==> src/rtl/core/rtpnal_pkg.sv <==
// types, constants and codes shared by the rtp nal packetizer
package rtpnal_pkg;

   localparam int unsigned CSR_ADDR_W = 3;
   localparam int unsigned CSR_DATA_W = 32;

   // register index, taken from paddr bit 2
   localparam logic REG_VIDEO_CHANNEL = 1'b0;
   localparam logic REG_PAYLOAD_KIND  = 1'b1;

   localparam logic [7:0]  VIDEO_CHANNEL_RST = 8'd0;
   localparam logic [6:0]  PAYLOAD_KIND_RST  = 7'd96;

   localparam logic [10:0] MAX_PAYLOAD  = 11'd1400;
   localparam logic [10:0] RTP_HDR_LEN  = 11'd12;

   // prefix byte counts
   localparam logic [1:0] PCOUNT_SINGLE = 2'd0;
   localparam logic [1:0] PCOUNT_FUA    = 2'd2;
   localparam logic [1:0] PCOUNT_H265   = 2'd3;

   localparam logic [7:0] FUA_TYPE       = 8'd28;
   localparam logic [7:0] FUA_NRI_MASK   = 8'hE0;
   localparam logic [7:0] H265_FU_TYPE   = 8'd49;
   localparam logic [7:0] H265_KEEP_MASK = 8'h81;
   localparam logic [7:0] FU_START_BIT   = 8'h80;
   localparam logic [7:0] FU_END_BIT     = 8'h40;

   typedef struct packed {
      logic        is_h265;
      logic [7:0]  nal_head0;
      logic [7:0]  nal_head1;
      logic [15:0] nal_length;
      logic [31:0] timestamp;
      logic        unit_end;
   } req_type;

   typedef struct packed {
      logic [7:0]  channel;
      logic [10:0] rtp_length;
      logic [7:0]  header_byte1;
      logic [15:0] sequence_res;
      logic [31:0] stamp_out;
      logic [1:0]  prefix_count;
      logic [7:0]  prefix0;
      logic [7:0]  prefix1;
      logic [7:0]  prefix2;
      logic [15:0] copy_offset;
      logic [10:0] copy_length;
      logic        last;
   } rsp_type;

   typedef struct packed {
      logic load;
      logic advance;
   } cmd_type;

   typedef struct packed {
      logic nal_empty;
      logic last_chunk;
   } status_type;

endpackage

==> src/rtl/core/rtpnal_ctrl.sv <==
// sequencer for the packetizer: accepts a nal and steps through its packets
module rtpnal_ctrl (
   input  logic                   clock,
   input  logic                   reset,
   input  logic                   req_valid,
   output logic                   req_stall,
   output logic                   rsp_valid,
   input  logic                   rsp_stall,
   input  rtpnal_pkg::status_type status,
   output rtpnal_pkg::cmd_type    cmd
);
   import rtpnal_pkg::*;

   typedef enum logic [1:0] {
      ST_IDLE = 2'b01,
      ST_SEND = 2'b10
   } state_type;

   state_type state_ff;
   state_type state_in;

   always_comb begin
      state_in    = state_ff;
      req_stall   = 1'b1;
      rsp_valid   = 1'b0;
      cmd.load    = 1'b0;
      cmd.advance = 1'b0;
      unique case (state_ff)
         ST_IDLE: begin
            req_stall = 1'b0;
            if (req_valid) begin
               cmd.load = 1'b1;
               if (!status.nal_empty) begin
                  state_in = ST_SEND;
               end
            end
         end
         ST_SEND: begin
            rsp_valid = 1'b1;
            if (!rsp_stall) begin
               cmd.advance = 1'b1;
               if (status.last_chunk) begin
                  state_in = ST_IDLE;
               end
            end
         end
         default: begin
            state_in = ST_IDLE;
         end
      endcase
   end

   always_ff @(posedge clock) begin
      if (reset) begin
         state_ff <= ST_IDLE;
      end else begin
         state_ff <= state_in;
      end
   end

endmodule

==> src/rtl/core/rtpnal_dp.sv <==
// datapath: nal context, fragment offset and remainder, sequence counter, packet fields
module rtpnal_dp (
   input  logic                   clock,
   input  logic                   reset,
   input  rtpnal_pkg::cmd_type    cmd,
   output rtpnal_pkg::status_type status,
   input  rtpnal_pkg::req_type    req_data,
   input  logic [7:0]             video_channel,
   input  logic [6:0]             payload_kind,
   output rtpnal_pkg::rsp_type    rsp_data
);
   import rtpnal_pkg::*;

   logic [1:0]  pcount_ff,  pcount_in;
   logic [7:0]  p0_ff,      p0_in;
   logic [7:0]  p1_ff,      p1_in;
   logic [5:0]  ftype_ff,   ftype_in;
   logic [31:0] stamp_ff;
   logic        lastnal_ff;
   logic [15:0] off_ff,     off_in;
   logic [15:0] remain_ff,  remain_in;
   logic        first_ff;
   logic [15:0] seq_ff;

   logic        single;
   logic [10:0] max_chunk;
   logic [10:0] chunk;
   logic        end_chunk;
   logic [7:0]  fu_byte;

   // context of the next nal
   always_comb begin
      single = (req_data.nal_length <= {5'd0, MAX_PAYLOAD});
      if (single) begin
         pcount_in = PCOUNT_SINGLE;
         p0_in     = 8'd0;
         p1_in     = 8'd0;
         ftype_in  = 6'd0;
         off_in    = 16'd0;
      end else if (req_data.is_h265) begin
         pcount_in = PCOUNT_H265;
         p0_in     = (req_data.nal_head0 & H265_KEEP_MASK) | {H265_FU_TYPE[6:0], 1'b0};
         p1_in     = req_data.nal_head1;
         ftype_in  = req_data.nal_head0[6:1];
         off_in    = 16'd2;
      end else begin
         pcount_in = PCOUNT_FUA;
         p0_in     = (req_data.nal_head0 & FUA_NRI_MASK) | FUA_TYPE;
         p1_in     = 8'd0;
         ftype_in  = {1'b0, req_data.nal_head0[4:0]};
         off_in    = 16'd1;
      end
      remain_in = req_data.nal_length - off_in;
   end

   // current fragment
   always_comb begin
      max_chunk = MAX_PAYLOAD - {9'd0, pcount_ff};
      end_chunk = (remain_ff <= {5'd0, max_chunk});
      chunk     = end_chunk ? remain_ff[10:0] : max_chunk;
      fu_byte   = (first_ff ? FU_START_BIT : 8'd0) | (end_chunk ? FU_END_BIT : 8'd0)
                  | {2'd0, ftype_ff};
   end

   assign status.nal_empty  = (req_data.nal_length == 16'd0);
   assign status.last_chunk = end_chunk;

   always_comb begin
      rsp_data.channel      = video_channel;
      rsp_data.rtp_length   = RTP_HDR_LEN + {9'd0, pcount_ff} + chunk;
      rsp_data.header_byte1 = {lastnal_ff & end_chunk, payload_kind};
      rsp_data.sequence_res = seq_ff;
      rsp_data.stamp_out    = stamp_ff;
      rsp_data.prefix_count = pcount_ff;
      rsp_data.prefix0      = p0_ff;
      rsp_data.copy_offset  = off_ff;
      rsp_data.copy_length  = chunk;
      rsp_data.last         = end_chunk;
      case (pcount_ff)
         PCOUNT_H265: begin
            rsp_data.prefix1 = p1_ff;
            rsp_data.prefix2 = fu_byte;
         end
         PCOUNT_FUA: begin
            rsp_data.prefix1 = fu_byte;
            rsp_data.prefix2 = 8'd0;
         end
         default: begin
            rsp_data.prefix1 = 8'd0;
            rsp_data.prefix2 = 8'd0;
         end
      endcase
   end

   always_ff @(posedge clock) begin
      if (cmd.load) begin
         pcount_ff  <= pcount_in;
         p0_ff      <= p0_in;
         p1_ff      <= p1_in;
         ftype_ff   <= ftype_in;
         stamp_ff   <= req_data.timestamp;
         lastnal_ff <= req_data.unit_end;
         off_ff     <= off_in;
         remain_ff  <= remain_in;
         first_ff   <= 1'b1;
      end else if (cmd.advance) begin
         off_ff     <= off_ff + {5'd0, chunk};
         remain_ff  <= remain_ff - {5'd0, chunk};
         first_ff   <= 1'b0;
      end
   end

   always_ff @(posedge clock) begin
      if (reset) begin
         seq_ff <= 16'd0;
      end else if (cmd.advance) begin
         seq_ff <= seq_ff + 16'd1;
      end
   end

endmodule

==> src/rtl/core/rtp_nal_packetizer.sv <==
// top level of the rtp nal packetizer: register port, sequencer and datapath
//
// Takes one H.264 or H.265 NAL unit descriptor per transfer and gives one RTP packet
// descriptor per transfer on the result side: a single packet for up to 1400 bytes,
// otherwise FU-A or type 49 fragments with start and end bits. The sequencer walks the
// fragments one per cycle while the result side does not stall; the input is held off from
// acceptance until the final packet of the current NAL has been taken, and a zero-length
// NAL is accepted and gives nothing. The sequence number runs on across NALs and wraps at
// 65536. Channel and payload type sit at byte addresses 0 and 4.
module rtp_nal_packetizer (
   input  logic                                   clock,
   input  logic                                   reset,
   input  logic                                   req_valid,
   output logic                                   req_stall,
   input  rtpnal_pkg::req_type                    req_data,
   output logic                                   rsp_valid,
   input  logic                                   rsp_stall,
   output rtpnal_pkg::rsp_type                    rsp_data,
   input  logic                                   psel,
   input  logic                                   penable,
   input  logic                                   pwrite,
   input  logic [rtpnal_pkg::CSR_ADDR_W-1:0]      paddr,
   input  logic [rtpnal_pkg::CSR_DATA_W-1:0]      pwdata,
   output logic [rtpnal_pkg::CSR_DATA_W-1:0]      prdata,
   output logic                                   pready
);
   import rtpnal_pkg::*;

   logic [7:0] video_channel_ff;
   logic [6:0] payload_kind_ff;
   logic       csr_write;
   cmd_type    cmd;
   status_type status;

   assign pready    = 1'b1;
   assign csr_write = psel & penable & pwrite & pready;

   always_ff @(posedge clock) begin
      if (reset) begin
         video_channel_ff <= VIDEO_CHANNEL_RST;
         payload_kind_ff  <= PAYLOAD_KIND_RST;
      end else if (csr_write) begin
         unique case (paddr[2])
            REG_VIDEO_CHANNEL: video_channel_ff <= pwdata[7:0];
            REG_PAYLOAD_KIND:  payload_kind_ff  <= pwdata[6:0];
            default: begin
               video_channel_ff <= video_channel_ff;
            end
         endcase
      end
   end

   always_comb begin
      unique case (paddr[2])
         REG_VIDEO_CHANNEL: prdata = {24'd0, video_channel_ff};
         REG_PAYLOAD_KIND:  prdata = {25'd0, payload_kind_ff};
         default:           prdata = '0;
      endcase
   end

   rtpnal_ctrl u_ctrl (
      .clock     (clock),
      .reset     (reset),
      .req_valid (req_valid),
      .req_stall (req_stall),
      .rsp_valid (rsp_valid),
      .rsp_stall (rsp_stall),
      .status    (status),
      .cmd       (cmd)
   );

   rtpnal_dp u_dp (
      .clock         (clock),
      .reset         (reset),
      .cmd           (cmd),
      .status        (status),
      .req_data      (req_data),
      .video_channel (video_channel_ff),
      .payload_kind  (payload_kind_ff),
      .rsp_data      (rsp_data)
   );

endmodule

==> config.mk <==
export PLATFORM = sky130hd
export DESIGN_NAME = rtp_nal_packetizer
export DESIGN_NICKNAME = d
export VERILOG_FILES = /design/src/rtl/core/rtpnal_pkg.sv /design/src/rtl/core/rtpnal_ctrl.sv /design/src/rtl/core/rtpnal_dp.sv /design/src/rtl/core/rtp_nal_packetizer.sv
export SDC_FILE = /design/constraint.sdc
export NUM_CORES = 1
export LEC_CHECK = 0
export BUFFER_PORTS_ARGS = -buffer_cell sky130_fd_sc_hd__buf_2
export CORE_MARGIN = 3
export CORE_UTILIZATION = 45
export DETAILED_ROUTE_END_ITERATION = 8
export GPL_TIMING_DRIVEN = 0
export HOLD_SLACK_MARGIN = 0.05
export PLACE_DENSITY = 0.71
export SLEW_MARGIN = 40
export SYNTH_ARGS = -nofsm -noshare
export SYNTH_HDL_FRONTEND = slang
export SYNTH_HIERARCHICAL = 1
export SYNTH_SLANG_ARGS = --single-unit
==> constraint.sdc <==
create_clock -name clock -period 6.8 [get_ports clock]
set_input_delay 1.36 -clock clock [delete_from_list [all_inputs] [get_ports clock]]
set_output_delay 1.36 -clock clock [all_outputs]
set_load 0.02 [all_outputs]
# Word level (Yosys, flattened, before mapping)
# Index checks and enable logic that the tools add are counted.
[word_totals]
regBits = 123
output_inout_bits = 164
[classes]
reduce_logical = 6
n_mux = 25
order_cmp = 2
n_addsub = 7
eq_ne = 8
bitwise_logic = 7
[op_table]
columns = ["op", "count"]
rows = [
  ["16-bit two-way mux", 5],
  ["32-bit one-hot mux with 2 select lines", 1],
  ["16-bit one-hot mux with 2 select lines", 1],
  ["16-bit by 1-bit adder with 16-bit output, second input constant", 1],
  ["16-bit by 11-bit adder with 16-bit output", 1],
  ["16-bit by 11-bit less-or-equal comparator with 1-bit output", 1],
  ["16-bit by 11-bit less-or-equal comparator with 1-bit output, second input constant", 1],
  ["16-bit logical NOT", 1],
  ["16-bit by 11-bit subtractor with 16-bit output", 1],
  ["16-bit subtractor", 1],
  ["7-bit two-way mux", 2],
  ["11-bit adder", 1],
  ["11-bit two-way mux", 1],
  ["11-bit by 2-bit subtractor with 11-bit output, first input constant", 1],
  ["2-bit two-way mux", 5],
  ["8-bit two-way mux", 1],
  ["8-bit by 6-bit OR with 8-bit output", 1],
  ["8-bit OR", 1],
  ["1-bit two-way mux", 7],
  ["2-bit equality test, second input constant", 3],
  ["2-bit inequality test, second input constant", 3],
  ["4-bit by 2-bit adder with 5-bit output, first input constant", 1],
  ["5-bit two-way mux", 1],
  ["2-bit one-hot mux with 2 select lines", 1],
  ["8 further kinds", 12],
]

# Logic depth before layout (Yosys ltp)
# Gate-level depths: netlist (run 1).
[logic_depth]
depth_word = 6
ltp_mapped = 20

# By module
# The synthesis (run 1) kept the hierarchy.
[by_module_without_submodules]
columns = ["mod", "seq_area_each_um2", "n_inst", "cells_each", "area_each_um2"]
rows = [
  ["rtpnal_dp", 2922.8, 1, 574, 6117.1],
  ["rtp_nal_packetizer", 300.3, 1, 98, 964.7],
  ["rtpnal_ctrl", 40.0, 1, 12, 108.9],
]

# Least setup slack after synthesis (run 1)
# No wires, ideal clock.
[synth_path]
path_kind = "register to output"
startpoint = "register u_dp.pcount_ff[0]"
endpoint = "output rsp_data[119] in the netlist's numbering"
path_slack_ns = 1.166
arrival_time_ns = 4.274
stages_incl_launch_ff = 18
cell_sequence = "edfxtp_1 -> inv_1 -> ha_1 -> inv_1 -> ha_1 -> nor4bb_1 -> a31oi_1 -> nor2_4 -> nor2_4 -> inv_6 -> buf_4 -> nor2_1 -> a21o_1 -> ha_1 -> a21o_1 -> o31ai_1 -> nor2_1 -> a211oi_1"
[synth_lines]
columns = ["item", "line", "rtl"]
rows = [
  ["start, declared", "rtpnal_dp.sv:14", "logic [1:0] pcount_ff, pcount_in;"],
  ["start signal, assigned", "rtpnal_dp.sv:97", "pcount_ff <= pcount_in;"],
  ["end, declared", "rtp_nal_packetizer.sv:18", "output rtpnal_pkg::rsp_type rsp_data,"],
]

==> results of run 1 <==
[area by class of cell]
type	instances	area [sq um]	share of cell area (%)
Buffer	76	499	5.35
Clock inverter	13	143	1.53
Inverter	20	80.1	0.858
Timing Repair Buffer	222	1170	12.5
Sequential cell	120	3260	34.9
Antenna cell	1	2.50	0.0268
Clock buffer	19	475	5.09
Multi-Input combinational cell	491	3440	36.9
Tap cell	211	264	2.83
[worst reg2reg max path, stage by stage, from the launching register on]
cell	delay [ns]
sky130_fd_sc_hd__edfxtp_1	0.50
sky130_fd_sc_hd__inv_1	0.14
sky130_fd_sc_hd__ha_1	0.30
sky130_fd_sc_hd__inv_1	0.05
sky130_fd_sc_hd__ha_1	0.28
sky130_fd_sc_hd__nor4bb_1	0.14
sky130_fd_sc_hd__a31oi_1	0.40
sky130_fd_sc_hd__nor2_4	0.11
sky130_fd_sc_hd__nor2_4	0.32
sky130_fd_sc_hd__inv_6	0.10
sky130_fd_sc_hd__buf_4	0.22
sky130_fd_sc_hd__nor2_1	0.15
sky130_fd_sc_hd__a21o_1	0.29
sky130_fd_sc_hd__ha_1	0.24
sky130_fd_sc_hd__a211oi_1	0.08
sky130_fd_sc_hd__o21ai_0	0.29
sky130_fd_sc_hd__nand4_1	0.20
sky130_fd_sc_hd__a311oi_1	0.55
sky130_fd_sc_hd__nand3_1	0.16
sky130_fd_sc_hd__mux2_2	0.30
[final timing paths]
path	startpoint	to	slack, ns	cells past startpoint
worst max-delay path	u_dp/pcount_ff[0]$_SDFFCE_PP0P_	rsp_data[119]	0.50	18
worst min-delay path	video_channel_ff[6]$_SDFFE_PP0P_	video_channel_ff[6]$_SDFFE_PP0P_	0.49	2
worst max register to register	u_dp/pcount_ff[0]$_SDFFCE_PP0P_	u_dp/off_ff[15]$_SDFFCE_PP0P_	1.77	19
worst min register to register	video_channel_ff[6]$_SDFFE_PP0P_	video_channel_ff[6]$_SDFFE_PP0P_	0.49	2
[routing by layer]
layer  GRT usage [%]  vias up
li1                -     2931
met1            26.8     2751
met2            34.4      207
met3            6.77       34
met4            7.16       10
met5               0        -
[synthesized netlist by cell type, types with 3 or more instances]
cell type,n,area (sq um)
sky130_fd_sc_hd__or2_2,4,25.0
sky130_fd_sc_hd__a21o_1,8,60.1
sky130_fd_sc_hd__buf_4,47,353
sky130_fd_sc_hd__nand3_1,9,45.0
sky130_fd_sc_hd__nor2b_1,12,75.1
sky130_fd_sc_hd__xor2_1,21,184
sky130_fd_sc_hd__dfxtp_1,34,681
sky130_fd_sc_hd__fa_1,4,80.1
sky130_fd_sc_hd__ha_1,27,338
sky130_fd_sc_hd__edfxtp_1,86,2580
sky130_fd_sc_hd__buf_2,6,30.0
sky130_fd_sc_hd__nor3_1,12,60.1
sky130_fd_sc_hd__clkbuf_1,17,63.8
sky130_fd_sc_hd__nor2_1,66,248
sky130_fd_sc_hd__or3_1,11,68.8
sky130_fd_sc_hd__nand2b_1,31,194
sky130_fd_sc_hd__a22o_1,10,87.6
sky130_fd_sc_hd__a21oi_1,21,105
sky130_fd_sc_hd__o21ai_0,20,100
sky130_fd_sc_hd__or4_1,4,30.0
sky130_fd_sc_hd__and2_1,21,131
sky130_fd_sc_hd__xnor2_1,20,175
sky130_fd_sc_hd__o22ai_1,3,18.8
sky130_fd_sc_hd__nand2_1,28,105
sky130_fd_sc_hd__nand4_1,6,37.5
sky130_fd_sc_hd__mux2i_1,24,240
sky130_fd_sc_hd__o21a_1,3,22.5
sky130_fd_sc_hd__a31oi_1,3,18.8
sky130_fd_sc_hd__and3_1,10,62.6
sky130_fd_sc_hd__inv_1,17,63.8
sky130_fd_sc_hd__buf_6,4,45.0
sky130_fd_sc_hd__a211oi_1,8,60.1
sky130_fd_sc_hd__o21ai_1,7,35.0
sky130_fd_sc_hd__a311oi_1,4,35.0
sky130_fd_sc_hd__mux2_2,10,113
[sequential cells by signal, indices dropped and copies added, names as in the netlist]
name,flops
payload_kind_ff,7
u_ctrl/state_ff,2
u_dp/first_ff,1
u_dp/ftype_ff,6
u_dp/lastnal_ff,1
u_dp/off_ff,16
u_dp/p0_ff,5
u_dp/p1_ff,8
u_dp/pcount_ff,2
u_dp/remain_ff,16
u_dp/seq_ff,16
u_dp/stamp_ff,32
video_channel_ff,8
[through the flow]
stage / hold slack [ns] / util [%] / setup slack (ns)
final: 0.488 / 60.5 / 0.498
after global routing: 0.513 / 60.5 / 0.110
after CTS: 0.494 / 60.5 / 0.469
after detailed placement: 0.484 / 56.5 / 0.931
after global placement: 0.478 / 56.0 / -1.02
after floorplan: 0.439 / - / 1.17
[logic make-up after synthesis]
group,after synthesis
multiplexers,35
adder cells (fa/ha/maj),31
flip-flops,120
buffers and inverters,96
other,2
AO/OA/AOI/OAI,121
XOR/XNOR,41
AND/OR/NAND/NOR,238
[power by group]
part           switching [mW]  leakage [nW]  internal, mW
registers              0.0372          1.10         0.864
logic                   0.335          2.74         0.227
clock network           0.372         0.307         0.562
total                   0.744          4.14          1.65
==> results, run 1 <==
- Once placement completed, the tool counted placed cells totaling 1,140.
- 272 I/O pins were placed.
- The average wire length per cell after detail routing is 16.0 microns.
- The total power consumption of the routed design is 2.40 mW.
- The distinct cell type count after synthesis is 84.
- The port buffer count is 219.
- The delay of the slowest critical-path stage is 0.50 ns.
- The instance area after placement is 8710 sq um.
- Clock tree synthesis selected as its root buffer the cell sky130_fd_sc_hd__clkbuf_16.
- In the layout the commonest cells are sky130_fd_sc_hd__buf_2 (225), sky130_fd_sc_hd__edfxtp_1 (86), sky130_fd_sc_hd__nor2_1 (65).
- The post-cts hold buffer count is 0.
- The signal on the critical path passes through inv_1, ha_1, inv_1, ha_1, nor4bb_1, a31oi_1, nor2_4, nor2_4, inv_6, buf_4, nor2_1, a21o_1, ha_1, a21o_1, o31ai_1, nor2_1, a211oi_1, buf_2.
- The total via count in the routed design is 5,933.
- The portion of netlist area occupied by mux cells is 5.22%.
- The count of synthesis-stage warnings from yosys is 6.
- Along the worst path, the maximum fanout reaches 11.
- The floorplan has 45 rows.
- The worst setup path is captured at a primary output.
- The die covers 17,500 sq um.
- The arrival time at the worst endpoint is 4.94 ns.
- Once layout is complete, the cells apart from fillers number 1,173.
- The transition at the pin with the smallest max-transition slack is 0.657 ns.
- The number of buffers inserted by post-CTS setup repair is 0.
- Detailed placement finished with a half-perimeter wire length of 14,300 microns.
- The met2 routed wirelength is 9050 microns.
- The top metal layer carrying routed signals is met5.
- TritonCTS built the clock tree.
- The slowest cell on the critical path is sky130_fd_sc_hd__edfxtp_1.
- The element type at the critical path start is a flop.
- The pin count of the biggest net entering global routing is 33.
- The global-route wire length before repair is 29,600 microns.
- The setup clock skew after layout is 0.00902 ns.
- The count of pins over their slew limit is 0.
- The start-to-end type of the worst setup path is flop to primary output.
- The total wirelength of the detailed-routed design is 18,800 microns.
- Across the run, the number of max-cap violations was 0.
- Summing the areas of all and, or, nand and nor instances in the mapped netlist gives 18.3% of the synthesized area.
- From synthesis to final layout, the design area changed by 29.9%.
- Summing the areas of all fa, ha and maj instances in the mapped netlist gives 5.81% of the synthesized area.
- Setup violations remaining at the end of the flow were counted as 0.
- For this run, the total global-route usage over all layers was measured as 21.2%.
- The count of buffering cells on the critical path with inverters included is 5.
- After the first detailed-routing iteration, the DRC count stood at 365.
- The clock sink total is 120.
- For this run the aggregate overflow at the end of global routing stands at 0.
- The met3 wire length is 1370 microns.
- The timing-limited maximum frequency is 0.159 GHz.
- The core footprint is 15,400 sq um.
- The leading cell type in the layout, fill and taps excluded is sky130_fd_sc_hd__buf_2.
- The via count normalized by instance count is 5.06.
- The worst hold path belongs to the class flop to flop.
- Clock-pin slew was measured on the worst setup and hold paths at 0.06 ns.
- For this run, asynchronously set or reset flops after synthesis account for 0%.
- After filler insertion, the fill cell instance count of the layout stands at 1,338.
- The part of the cycle the worst path needs is 92.7%.
- The cell that appears most often on the critical path is sky130_fd_sc_hd__ha_1.
- The initial utilization of the core area, before any placement, comes to 46.6%.
- The share of layout cells above drive strength 1 is 36.1%.
- The total CTS buffers is 17.
- The post-synthesis xor/xnor area fraction is 4.99%.
- The share of the Yosys chip area taken by registers is 45.4%.
- The final count of hold timing violations is 0.
- The number of global-route vias before repair was 5,655.
- Post-CTS repair changed the size of 0 cells.
- The later pin in the worst-skew pair is clocked with a latency of 0.42 ns.
- The chip height is 132 microns.
- The number of nets with antenna violations after detailed routing is 0.
- The minimum clock period is 6.30 ns.
- The number of nets in the layout is 1,087.
- For this design the static power due to leakage is 4.14 nW.
- The detailed router put a total of 7940 microns of wire on met1.
- Among cell families on the critical path, the largest total delay comes from compound AO/OA/AOI/OAI gates.
- The number of antenna violations at the first check in global routing is 6.
- The worst supply voltage drop on vdd is 226 uV.
- Dividing total power by cell area gives a power density of 257 nW/um^2.
- The level count of the clock H-tree is 4.
- Setup repair after global routing left no endpoint under its margin.
- The congestion estimate from routability-driven global placement came to 0.866.
- Summing the areas of all compound-gate instances in the mapped netlist gives 12.1% of the synthesized area.
- The total DRC errors in the routed layout is 0.
- After synthesis, the largest family of logic cells by area is simple AND/OR/NAND/NOR gates.
- For this run, the leading register cell type out of synthesis is sky130_fd_sc_hd__edfxtp_1.
- The worst path required time is 5.44 ns.
- The number of standard cells after synthesis is 684.
- The floorplan die width is 132 microns.
- Synthesis inferred 120 register bits.
- The count of flip-flops with a built-in enable after synthesis is 86.
- The run finished with clean final reports.
- In this run the mean area of a mapped cell was 10.5 sq um.
- The summed negative setup slack over all endpoints is 0 ns.
- The relative slew slack is 55.9%.
- Summing all non-filler instances in the final layout gives an area of 9340 sq um.
- In this run the deepest clock path goes through 2 buffers.
- The number of detailed-routing iterations run before antenna repair is 6.
- After synthesis the cells add up to 7190 sq um.
Note: power is estimated with default switching activity, not from simulation.
==> run 2, diff against run 1 <==
- CTS_CLUSTER_SIZE: not set -> 28
- PLACE_DENSITY: 0.71 -> not set
- PLACE_DENSITY_LB_ADDON: not set -> 0.08
- clock period: 6.8 -> 7.5 ns (I/O delays scaled with it)
==> run 2 against run 1 <==
Non-clock buffer count unchanged. Largest cell class unchanged. Cell area decreased by 0.35%. Global-route usage increased by 0.24 points. Combinational power decreased by 7.5%. Sequential power decreased by 9.3%. Register-to-register slack improved by 0.48 ns. Via count increased by 1.9%. Critical path type unchanged. First-iteration DRC count increased by 30%. Clock power decreased by 16%.
==> results, run 2 (synthesis gave the netlist of run 1 again) <==
- The total power consumption of the routed design is 2.12 mW (-12%).
- The number of buffers inserted by post-CTS setup repair is 0 (unchanged).
- The final critical path takes up 87.9% of the cycle.
- The cell-internal power is 1.47 mW (-11%).
- Leaving out fill and tap cells, the most frequent cell in the layout is sky130_fd_sc_hd__buf_2.
- The count of pins over their slew limit is 0 (unchanged).
- The ratio of total power to cell area is 228 nW/um^2 (-11%).
- The kind of end point of the critical path is a primary output.
- The final estimated routing congestion in global placement is 0.888 (+2.6%).
- The count of boundary I/O pins is 272 (unchanged).
- The worst path required time is 6.00 ns (+0.56 ns).
- The path category of the worst min-delay check is flop to flop.
- The reported net switching power is 653 uW (-12%).
- The total via count in the routed design was 6,046 (+1.9%).
- The total DRC errors in the routed layout was 0 (unchanged).
- The core footprint is 15,400 sq um (unchanged).
- The leakage power of the design is 4.13 nW (-0.29%).
- The global router's overall resource usage is 21.4% (+0.24 points).
- The via count normalized by instance count came to 5.16 (+2.0%).
- The final setup violation count is 0 (unchanged).
- The TritonCTS clock tree is done.
- The number of detailed-routing iterations run before antenna repair is 5 (-1).
- The clock transition time at the flip-flop clock pins of the worst setup and hold paths is 0.06 ns (about the same).
- The detailed-placement wirelength estimate is 14,700 microns (+3.0%).
- The source-to-sink clock delay at the later pin of the worst-skew pair is 0.42 ns (about the same).
- The first-iteration detailed-routing DRC count is 474 (+30%).
- The total CTS buffers is 17 (unchanged).
- The worst supply voltage drop on vdd is 200 uV (-11%).
- The final instance area is 9310 sq um (-0.35%).
- The number of global-route vias before repair was 5,798 (+2.5%).
- u_dp/stamp_ff holds more flip-flops than any other register.
- The number of nets with antenna violations after detailed routing is 0 (unchanged).
- The final core utilization is 60.3% (-0.21 points).
- The final standard cell count with taps included and fillers excluded is 1,172 (-0.085%).
- The starting density of the core was 46.6% (unchanged).
- The global-route wire length before repair is 30,000 microns (+1.3%).
- The number of cells after detailed placement is 1,140 (unchanged).
- The delay of the slowest critical-path stage came to 0.52 ns (+0.02 ns).
- The clock root buffer is sky130_fd_sc_hd__clkbuf_16.
- The switching share of power is 30.8% (-0.26 points).
- The sequential fraction of design power was 38.6% (+1.0 points).
- The floorplan die width is 132 microns (unchanged).
- The die footprint is 17,500 sq um (unchanged).
- The clock sink total is 120 (unchanged).
- The port buffer count was 219 (unchanged).
- The pin count of the biggest net entering global routing came to 33 (unchanged).
- Walking the worst path, the cells encountered are inv_1, ha_1, inv_1, ha_1, nor4bb_1, a31oi_1, nor2_4, nor2_4, inv_6, buf_4, nor2_1, a21o_1, ha_1, a21o_1, o31ai_1, nor2_1, a211oi_1, buf_2.
- The level count of the clock H-tree is 4 (unchanged).
- The post-cts hold buffer count is 0 (unchanged).
- The share of layout cells above drive strength 1 came to 36.0% (-0.10 points).
- The reported max-cap violation count is 0 (unchanged).
- Based on the critical path, the design can be clocked at up to 0.152 GHz.
- The setup clock skew after layout was 0.00846 ns (-0.000565 ns).
- The instance area after placement came to 8730 sq um (+0.14%).
- The portion of total power attributed to combinational logic is 24.5% (+1.1 points).
- From synthesis to final layout, the design area changed by 29.4%.
- The element type at the critical path start is a flop.
- The number of buffers on the longest clock path is 2 (unchanged).
- The total congestion overflow is 0 (unchanged).
- The chip height was 132 microns (unchanged).
- The number of nets in the layout is 1,087 (unchanged).
- The flip-flop count of the largest register after layout came to 32 (unchanged).
- The final count of hold timing violations is 0 (unchanged).
- Subtracting the final worst setup slack from the clock period gives 6.59 ns.
- The antenna diode instance count is 0 (-1).
- The run finished with clean final reports.
- Setup repair after global routing left no endpoint under its margin.
- The final critical-path setup slack was 0.910 ns (+0.412 ns).
- The critical path is of the flop to primary output type.
- The part of the power in the clock network is 36.9% (-2.1 points).
- The count of instances resized after the clock tree is built was 0 (unchanged).
- The relative slew slack came to 51.4% (-4.5 points).
- The total wirelength of the detailed-routed design was 19,200 microns (+2.1%).
- The most numerous cell type found on the critical path is sky130_fd_sc_hd__ha_1.
- Among all stages on the critical path, the largest delay is contributed by sky130_fd_sc_hd__edfxtp_1.
- The maximum fanout encountered on the critical timing path is 11 (unchanged).
- In the layout the commonest cells are sky130_fd_sc_hd__buf_2 (225), sky130_fd_sc_hd__edfxtp_1 (86), sky130_fd_sc_hd__nor2_1 (65).
- The number of antenna violations at the first check in global routing is 0 (-6).
- The worst slack at placement came to 1.41 ns (+0.481 ns).
- The average wire length per cell after detail routing is 16.4 microns (+2.2%).
- The arrival time at the worst endpoint was 5.09 ns (+0.15 ns).
- The transition at the pin with the smallest max-transition slack is 0.729 ns (+0.0715 ns).
- The standard-cell row count is 45 (unchanged).
## run 2: changes by cell type in the layout (fill, tap and decap cells not counted), sizes merged
cell,before,now
diode,1,0
clkbuf,36,39
bufinv,1,0
inv,28,26
## run 2: power by group through the flow
stage	combinational [mW]	clock, mW	sequential [mW]
after floorplan	0.324	0	0.862
after global placement	0.493	0	0.833
after detailed placement	0.512	0	0.832
after CTS	0.517	0.800	0.819
after global routing	0.567	0.829	0.825
final	0.520	0.783	0.818
## run 2: routing by layer
metal,up-vias,routed length (microns),GRT usage [%]
met5,-,0,0
met4,0,439,8.14
met2,270,9030,34.5
met3,32,1470,5.89
li1,2939,-,-
met1,2805,8240,27.5
## run 2: path summary, 6_finish.rpt
kind,start,endpoint,slack (ns),depth (start not counted)
max,u_dp/pcount_ff[0]$_SDFFCE_PP0P_,rsp_data[119],0.91,18
min,payload_kind_ff[2]$_SDFFE_PP0P_,payload_kind_ff[2]$_SDFFE_PP0P_,0.49,2
max reg2reg,u_dp/pcount_ff[0]$_SDFFCE_PP0P_,u_dp/off_ff[15]$_SDFFCE_PP0P_,2.25,19
min reg2reg,payload_kind_ff[2]$_SDFFE_PP0P_,payload_kind_ff[2]$_SDFFE_PP0P_,0.49,2
## run 2: per-stage QoR
step	hold slack, ns	TNS [ns]
after CTS	0.488	0
after global routing	0.518	0
after detailed placement	0.480	0
final	0.486	0
after floorplan	0.439	0
after global placement	0.474	-0.132
## run 2: worst max-delay path, delay by kind of cell (launching register included)
family | cells | cell delay, ns
buffers and inverters | 5 | 0.71
AND/OR/NAND/NOR | 5 | 0.85
adder cells (fa/ha/maj) | 3 | 0.88
AO/OA/AOI/OAI | 5 | 1.71
flip-flops | 1 | 0.52
## run 2: cell type report
| type | instances | area, sq um |
|---|---|---|
| flip-flops and latches | 120 | 3260 |
| multi-input cells | 491 | 3440 |
| clock buffers | 22 | 498 |
| well taps | 211 | 264 |
| clock inverters | 10 | 77.6 |
| plain buffers | 76 | 499 |
| fillers | 1386 | 6120 |
| inverters | 20 | 80.1 |
| repair buffers | 222 | 1180 |
